### src/rtl/otb_pkg.sv
// Shared types and constants for the Otsu threshold binarizer.
`default_nettype none
package otb_pkg;

    localparam int NUM_BINS = 256;
    localparam logic [7:0] LEVEL_MAX = 8'd255;
    localparam logic [7:0] LEVEL_MIN = 8'd0;

    localparam logic FUNC_LOAD     = 1'b0;
    localparam logic FUNC_CLASSIFY = 1'b1;

    localparam logic KIND_THRESH = 1'b0;
    localparam logic KIND_PIXEL  = 1'b1;

    // Decoded operation of one queued item
    typedef enum logic [1:0] {
        OP_CLASSIFY,
        OP_LOAD,
        OP_LOAD_LAST
    } op_t;

    typedef struct packed {
        op_t        op;
        logic [7:0] pixel;
    } item_t;

    // Head of the item queue as seen by the back end
    typedef struct packed {
        logic  valid;
        item_t item;
    } head_t;

endpackage
`default_nettype wire

### src/rtl/otb_front.sv
// Front end: accepts items, decodes them and queues them for the back end.
`default_nettype none
module otb_front
    import otb_pkg::*;
(
    input  wire logic       clk,
    input  wire logic       rst_n,
    input  wire logic       item_valid,
    output logic            item_stall,
    input  wire logic       func,
    input  wire logic [7:0] pixel,
    input  wire logic       last,
    output head_t           head,
    input  wire logic       pop
);

    item_t      queue_reg [2];
    logic       wr_ptr_reg;
    logic       rd_ptr_reg;
    logic [1:0] count_reg;
    logic       push;
    item_t      item_in;

    // Classify the item before it enters the queue
    always_comb
    begin
        item_in.pixel = pixel;
        if (func == FUNC_CLASSIFY)
            item_in.op = OP_CLASSIFY;
        else if (last)
            item_in.op = OP_LOAD_LAST;
        else
            item_in.op = OP_LOAD;
    end

    assign item_stall = (count_reg == 2'd2);
    assign push       = item_valid && !item_stall;
    assign head.valid = (count_reg != 2'd0);
    assign head.item  = queue_reg[rd_ptr_reg];

    always_ff @(posedge clk)
    begin
        if (push)
            queue_reg[wr_ptr_reg] <= item_in;
    end

    always_ff @(posedge clk or negedge rst_n)
    begin
        if (!rst_n)
        begin
            wr_ptr_reg <= 1'b0;
            rd_ptr_reg <= 1'b0;
            count_reg  <= 2'd0;
        end
        else
        begin
            if (push)
                wr_ptr_reg <= !wr_ptr_reg;
            if (pop)
                rd_ptr_reg <= !rd_ptr_reg;
            count_reg <= count_reg + {1'b0, push} - {1'b0, pop};
        end
    end

endmodule
`default_nettype wire

### config.mk
export PLATFORM = sky130hd
export DESIGN_NAME = otb_front
export DESIGN_NICKNAME = d
export VERILOG_FILES = /design/src/rtl/otb_pkg.sv /design/src/rtl/otb_front.sv
export SDC_FILE = /design/constraint.sdc
export NUM_CORES = 1
export LEC_CHECK = 0
export BUFFER_PORTS_ARGS = -buffer_cell sky130_fd_sc_hd__buf_4
export CAP_MARGIN = 20
export CORE_MARGIN = 2
export CORE_UTILIZATION = 30
export CTS_BUF_LIST = sky130_fd_sc_hd__clkbuf_2 sky130_fd_sc_hd__clkbuf_4 sky130_fd_sc_hd__clkbuf_8
export DETAILED_ROUTE_END_ITERATION = 10
export GPL_ROUTABILITY_DRIVEN = 0
export SYNTH_ARGS = -nofsm -noshare
export SYNTH_HDL_FRONTEND = slang
export SYNTH_SLANG_ARGS = --single-unit
### constraint.sdc
create_clock -name clk -period 1.59 [get_ports clk]
set_input_delay 0.159 -clock clk [delete_from_list [all_inputs] [get_ports clk]]
set_output_delay 0.159 -clock clk [all_outputs]
set_load 0.02 [all_outputs]
======== Word level (Yosys, flattened, before mapping) ========
Memories as Yosys holds them, arrays and structs flattened.
Index checks and enable logic that the tools add are counted.
storage, ports and cells
  register bits ........................... 4
  latch bits .............................. 0
  bits in writable memories ............... 20
  memory bits (read-only) ................. 0
  input bits .............................. 14
  output and inout bits ................... 12
  word-level logic and storage cells ...... 16
  memories kept ........................... 1
memory list
  memory     words  width  read ports  clocked after Yosys merged registers in  wr ports  RTL line         RTL
  queue_reg  2      10     1           0                                        1         otb_front.sv:17  item_t queue_reg [2];
cells by class
  add/sub/neg operators ................... 2
  multiply operators ...................... 0
  divide/modulo/power cells ............... 0
  order comparisons ....................... 0
  equal/unequal tests ..................... 1
  shift operators ......................... 0
  mux-type cells .......................... 4
  bitwise logic cells ..................... 0
  reduce and logical (&&, ||, !) cells .... 5
operator list
  operator              number
  $mux W2               2
  $logic_not A1 Y1      3
  $add A2 B1 Y2         1
  $eq A2 B2 Y1 const B  1
  $mux W1               2
  $reduce_bool A2 Y1    1
  $sub A2 B1 Y2         1
  $logic_and A1 B1 Y1   1

======== Longest topological paths before layout ========
Gate-level depths: netlist of the first run.
  depth in word-level cells ............... 5
  gate-level depth with buffers ........... 7
  depth with buffers taken out ............ 7

======== Worst setup path after synthesis of the first run ========
No wires, ideal clock.
  kind .................................... register -> register
  from .................................... register count_reg[1]
  to ...................................... memory queue_reg[0][0] (netlist name), enable pin
  library setup time ...................... 0.376 ns
  data arrival time ....................... 1.035 ns
  data required time ...................... 1.214 ns
  slack ................................... 0.179 ns
  cell stages (with the launch flop) ...... 4
  path buffers ............................ 0
  period minus slack after synthesis ...... 1.411 ns
  cell sequence ........................... dfrtp_1 nand2b_1 nand2_1 nor2_1
between the ends
  longest elaborated chain between the ends .. 5
ends and longest elaborated chain
  what                           RTL line         RTL
  from (decl)                    otb_front.sv:20  logic [1:0] count_reg;
  from (signal assigned)         otb_front.sv:61  count_reg <= count_reg + {1'b0, push} - {1'b0, pop};
  $eq A2 B2 Y1                   otb_front.sv:36  assign item_stall = (count_reg == 2'd2);
  $logic_not A1 Y1               otb_front.sv:37  assign push = item_valid && !item_stall;
  $logic_and A1 B1 Y1            otb_front.sv:37
  $mux W1                        otb_front.sv:43  if (push)
  $mux W1 (implied by the code)  otb_front.sv:44  queue_reg[wr_ptr_reg] <= item_in;
  to (decl)                      otb_front.sv:17
No other way between the ends.

==> results of run 1 <==
==> timing repair <==
action / in CTS / in global routing
resized for setup: 0 / 4
endpoints found under the hold margin: 4 / 0
hold buffers: 1 / 0
setup buffers: 0 / 1
endpoints found under the setup margin: 0 / 1
==> power groups by stage <==
stage | sequential, mW | clock, mW | combinational [mW]
floorplan | 0.940 | 0 | 0.655
global placement | 0.943 | 0 | 0.975
detailed placement | 0.955 | 0 | 0.992
CTS | 0.941 | 0.267 | 0.993
global route | 0.962 | 0.292 | 1.11
finish | 0.946 | 0.255 | 1.03
==> routing by layer <==
| metal | routed length [um] | part of all wire, % | up-vias |
|---|---|---|---|
| met4 | 26 | 1.7 | 0 |
| met5 | 0 | 0 | - |
| li1 | - | - | 247 |
| met2 | 805 | 52 | 16 |
| met1 | 624 | 41 | 237 |
| met3 | 84 | 5.5 | 2 |
==> through the flow <==
stage                     utilization [%]  hold slack, ns  power [mW]  worst slack (ns)
final                                41.9          0.0308        2.23             0.110
after floorplan                         -          -0.137        1.60             0.179
after global placement               39.8         -0.0406        1.92             0.154
after global routing                 41.9          0.0118        2.37           0.00383
after detailed placement             39.8         -0.0408        1.95            0.0564
after CTS                            41.0          0.0221        2.20            0.0256
==> final timing paths <==
path | from | end | slack, ns | cells after the start
worst max-delay path | rd_ptr_reg$_DFFE_PN0P_ | head[8] | 0.11 | 3
worst min-delay path | pixel[0] | queue_reg[0][0]$_DFFE_PP_ | 0.03 | 1
worst max register to register | count_reg[0]$_DFF_PN0_ | count_reg[1]$_DFF_PN0_ | 0.11 | 7
worst min register to register | wr_ptr_reg$_DFFE_PN0P_ | wr_ptr_reg$_DFFE_PN0P_ | 0.52 | 1
max in group asynchronous | rst_n | rd_ptr_reg$_DFFE_PN0P_ | 1.32 | 2
min in group asynchronous | rst_n | count_reg[1]$_DFF_PN0_ | 0.18 | 2
==> layout make-up <==
class | instances | share of cell area (%)
clock inverter | 1 | 0.293
timing repair buffer | 30 | 17.8
inverter | 2 | 0.587
clock buffer | 3 | 1.76
multi-input combinational | 23 | 20.5
sequential | 24 | 54.7
tap | 44 | 4.30
==> worst max-delay path: cells and delay by family, from the launching register on <==
kind | cells | cell delay (ns)
buf+inv | 2 | 0.34
flops | 1 | 0.39
mux | 1 | 0.30
==> cell usage in the layout, fill, tap and decap left out, types with 2 or more instances in the layout <==
cell | Yosys | final
buf_4 | 0 | 29
edfxtp_1 | 20 | 20
mux2_4 | 9 | 9
dfrtp_1 | 4 | 4
clkbuf_4 | 0 | 3
nor2_1 | 2 | 2
inv_1 | 2 | 2
xnor2_1 | 3 | 2
==> logic make-up (layout without fill, tap and decap cells) <==
group,after synthesis,after routing,share of synthesized area (%)
flops,24,24,72.8
mux,10,10,15.2
xor+xnor,4,4,3.64
buf+inv,3,36,1.95
simple gates,7,7,3.77
fa+ha+maj,2,2,2.60
==> impl_metrics.toml, run 1 <==
[status]
status = "finished clean"

[synth]
syn_nets = 66
synth_edf_count = 20
synth_cells = 50
synth_top_area_cell = "edfxtp_1"
synth_top_area_share_pct = 62.4
synth.most_common_cell = "edfxtp_1"
async_flop_share_pct = 16.7
syn_area_per_cell_um2 = 19.2
synth_flop_cell = "edfxtp_1"
yosysSeqAreaShare_pct = 72.8
synth_seq_cells = 24
ys_types = 15
synth_area_leaders = "edfxtp_1 (62%), mux2_4 (14%), dfrtp_1 (10%)"
syn-cell-area_um2 = 962
synth_warnings = 0
synth_top_cells_by_count = "edfxtp_1 (20), mux2_4 (9), dfrtp_1 (4)"

[worst_setup_path]
cp_common_cell = "buf_4"
cp-end-kind = "output pin"
crit_chain = "buf_4 -> mux2_4 -> buf_4"
start_kind = "register"
criticalPathCategory = "register to output pin"
crit_slowest_cell = "dfrtp_1"
cp_max_fo = 6
cp.arrival_ns = 1.32
max_stage_delay_ns = 0.39
worstPathRequired_ns = 1.43

[cells_and_area]
fillers = 295
multiInputGateArea_um2 = 263
final_area_um2 = 1280
syn2layout_area_growth_pct = 33.0
seq_area_um2 = 701
largest_reg_flops = 20
drive_gt1_share_pct = 56.6
antenna_cells = 0
layout.cells.non_filler = 127
nNetsFinal = 100

[detailed_routing]
dr.pass1.iters = 4
via_per_inst = 3.95
routedWlPerCell_um = 12.1
drt_drc_violations_left = 0
ant_nets = 0
drt_iter0_markers = 9
wl_um = 1540
vias = 502

[global_routing]
grt_util_all_layers_pct = 9.27
antenna_found_initial = 0
grt_util_met1_pct = 10.8
grt_max_degree = 14
met3_usage_pct = 2.56
grt_pass1_wl_um = 2310
grt_pass1_vias = 519
grtUsageMet2_pct = 15.2
overflow = 0
busiest_layer = "met2"

[sta]
finalHoldViolCount = 0
min_period_over_period_pct = 93.1
fin_tns_setup_ns = 0
finClkSkew_ns = 0.00800
tightestPinTransition_ns = 0.483
finalCriticalPeriod_ns = 1.48
setup_violations = 0
rsz0062_at_grt = "false"
fmax_mhz = 676
finalMaxSlewViolations = 0
maxSlewHeadroom_pct = 67.8

[clocking]
clock_path_buffers = 2
clock_latency_ns = 0.30
h-tree-depth = 1
cts_buffers = 3
clockRootBuffer = "clkbuf_4"
cts_tree = "yes"
clkTransAtPathRegs_ns = 0.12
cts.sinks = 24

[die]
initial_core_util_pct = 31.5
coreArea_um2 = 3050
die_area_um2 = 3680
io-pin-count = 26
die_y_um = 60.6
die_x_um = 60.6
core.rowCount = 20

[power_and_ir_drop]
clockPowerShare_pct = 11.4
power_switching_uw = 721
sw_frac_of_total_pct = 32.3
ir_drop_mv = 0.650
p_comb_share_pct = 46.2
p_int_mw = 1.51
seq_power_share_pct = 42.4
p_per_area_nw_per_um2 = 1740
p_leak_nw = 0.537

[placement]
io_buffers = 25
placed_area_um2 = 1220
place_inst = 121
hpwl_um = 1160

[worst_hold_path]
hp-class = "input pin to register"

[flow_run]
cap_viol_max_count = 0
(Power assumes the default switching activity.)
==> run 2, diff against run 1 <==
--- a/config.mk
+++ b/config.mk
@@ -5,6 +5,7 @@
 export SDC_FILE = /design/constraint.sdc
 export NUM_CORES = 1
 export LEC_CHECK = 0
+export ABC_AREA = 1
 export BUFFER_PORTS_ARGS = -buffer_cell sky130_fd_sc_hd__buf_4
 export CAP_MARGIN = 20
 export CORE_MARGIN = 2
@@ -12,6 +13,7 @@
 export CTS_BUF_LIST = sky130_fd_sc_hd__clkbuf_2 sky130_fd_sc_hd__clkbuf_4 sky130_fd_sc_hd__clkbuf_8
 export DETAILED_ROUTE_END_ITERATION = 10
 export GPL_ROUTABILITY_DRIVEN = 0
+export SETUP_SLACK_MARGIN = 0.3
 export SYNTH_ARGS = -nofsm -noshare
 export SYNTH_HDL_FRONTEND = slang
 export SYNTH_SLANG_ARGS = --single-unit
==> impl_metrics.toml, run 2 <==
[die]
core.rowCount = 21
die_area_um2 = 3850
io-pin-count = 26
die_x_um = 62.1
die_y_um = 62.1
coreArea_um2 = 3280
initial_core_util_pct = 30.8

[cells_and_area]
final_util_pct = 45.9
antenna_cells = 0
mostFrequentLayoutCells = "buf_4 (24), edfxtp_1 (20), nand2_1 (17), inv_1 (14), o21ai_2 (10)"
nNetsFinal = 140
largest_reg_flops = 20
syn2layout_area_growth_pct = 48.9
final_common_cell = "buf_4"
drive_gt1_share_pct = 48.8
fillers = 313

[synth]
yosysSeqAreaShare_pct = 69.2
synth_warnings = 0
synth_seq_cells = 24
synth_top_cells_by_count = "edfxtp_1 (20), nand2_1 (20), inv_1 (19)"
syn-cell-area_um2 = 1010
synth_cells = 83
async_flop_share_pct = 16.7
synth_top_area_share_pct = 59.3
synth_flop_cell = "edfxtp_1"
ys_types = 10
syn_nets = 99
synth_edf_count = 20
synth_top_area_cell = "edfxtp_1"
syn_area_per_cell_um2 = 12.2
synth_area_leaders = "edfxtp_1 (59%), dfrtp_1 (9.9%), o21ai_2 (8.7%)"

[clocking]
clock_latency_ns = 0.31
cts.sinks = 24
clkTransAtPathRegs_ns = 0.13
clockRootBuffer = "clkbuf_4"
clock_path_buffers = 2
cts_buffers = 3
cts_tree = "yes"
h-tree-depth = 1

[power_and_ir_drop]
sw_frac_of_total_pct = 36.4
p_per_area_nw_per_um2 = 1810
p_comb_share_pct = 49.9
clockPowerShare_pct = 15.9
p_int_mw = 1.74
seq_power_share_pct = 34.2
ir_drop_mv = 0.825
power_switching_uw = 995
p_leak_nw = 0.663

[global_routing]
overflow = 0
grt_pass1_wl_um = 2530
antenna_found_initial = 0
grt_max_degree = 21
grt_util_all_layers_pct = 9.37
grt_pass1_vias = 623

[worst_setup_path]
cp-end-kind = "output pin"
worstPathRequired_ns = 1.43
cp_max_fo = 20
start_kind = "register"
criticalPathCategory = "register to output pin"
cp.arrival_ns = 1.21

[detailed_routing]
routedWlPerCell_um = 10.6
drt_iter0_markers = 14
vias = 696
wl_um = 1790
ant_nets = 0
dr.pass1.iters = 4
via_per_inst = 4.12
drt_drc_violations_left = 0

[sta]
min_period_over_period_pct = 86.0
tightestPinTransition_ns = 0.149
finClkSkew_ns = 0.00128
maxSlewHeadroom_pct = 90.0
finalMaxSlewViolations = 0
fin_hold_ws_ns = 0.0281
setup_violations = 0
fmax_mhz = 731
finalHoldViolCount = 0
rsz0062_at_grt = "true"
finalCriticalPeriod_ns = 1.37
fin_tns_setup_ns = 0

[worst_hold_path]
hp-class = "input pin to register"

[status]
status = "finished clean"

[flow_run]
cap_viol_max_count = 0

[placement]
io_buffers = 25
hpwl_um = 1170
-- run 2: cell types whose count changed in the layout (fill, tap and decap cells not counted), sizes merged, moves of 2 or more --
cell	change
nand2	+19
xnor2	-3
inv	+16
buf	+3
nand3	+2
mux2	-10
clkinvlp	+2
o21ai	+10
dlygate4sd3	+4
-- run 2: worst paths after layout --
path	depth (start not counted)	endpoint	slack (ns)	from
setup / recovery	3	head[9]	0.22	rd_ptr_reg$_DFFE_PN0P_
hold / removal	1	queue_reg[1][5]$_DFFE_PP_	0.03	pixel[5]
setup reg to reg	7	count_reg[1]$_DFF_PN0_	0.32	count_reg[1]$_DFF_PN0_
hold reg to reg	2	wr_ptr_reg$_DFFE_PN0P_	0.50	wr_ptr_reg$_DFFE_PN0P_
max in group asynchronous	2	wr_ptr_reg$_DFFE_PN0P_	1.34	rst_n
min in group asynchronous	2	count_reg[0]$_DFF_PN0_	0.15	rst_n
-- run 2: routing by layer --
metal,up-vias,share of wire [%],track usage (%),routed length [um]
li1,344,-,-,-
met1,332,39,9.72,701
met2,20,54,17.6,973
met3,0,6.5,2.69,117
met4,0,0,3.65,0
met5,-,0,0,0
-- run 2: power by group through the flow --
stage / combinational (mW) / sequential (mW) / clock [mW]
2_1_floorplan: 0.694 / 0.935 / 0
5_1_grt: 1.50 / 0.952 / 0.470
3_3_place_gp: 1.01 / 0.934 / 0
3_5_place_dp: 1.04 / 0.941 / 0
6_report: 1.36 / 0.935 / 0.434
4_1_cts: 1.19 / 0.926 / 0.448
-- run 2: kinds of logic after synthesis --
| logic type | after synthesis | synth area share (%) |
|---|---|---|
| AOI/OAI and AO/OA | 10 | 8.65 |
| xor gates and xnor gates | 1 | 0.865 |
| adders and majority gates | 2 | 2.47 |
| buffers and inverters | 21 | 9.27 |
| DFF | 24 | 69.2 |
| and+or+nand+nor | 25 | 9.52 |
-- run 2: critical path: stages, from the launching register on --
cell and delay (ns):
dfrtp_1 0.43, buf_12 0.17, o21ai_2 0.16, buf_6 0.13
-- run 2: cell type report --
cell class	instances	area, um2	area share, %
Sequential cell	24	701	46.5
Clock inverter	1	30.0	1.99
Clock buffer	3	22.5	1.49
Tap cell	46	57.6	3.82
Multi-Input combinational cell	38	283	18.8
Timing Repair inverter	1	7.51	0.498
Inverter	19	77.6	5.15
Timing Repair Buffer	37	329	21.8
-- run 2: per-stage QoR --
| step | worst slack, ns | cells | cell area (um2) | power [mW] |
|---|---|---|---|---|
| 6_report | 0.222 | 169 | 1510 | 2.73 |
| 5_1_grt | 0.135 | 169 | 1510 | 2.92 |
| 4_1_cts | 0.200 | 163 | 1370 | 2.56 |
| 3_5_place_dp | 0.230 | 154 | 1250 | 1.98 |
| 3_3_place_gp | 0.300 | 154 | 1250 | 1.95 |
| 2_1_floorplan | 0.328 | 83 | 1010 | 1.63 |
-- run 2: timing repair --
item                                    in CTS  in global routing
buffers inserted                             4                  0
endpoints found under the setup margin      22                 34
endpoints found under the hold margin        4                  7
resized for setup                            8                 23
pin swaps                                    2                  3
cloned                                       0                  2
hold buffers                                 1                  4
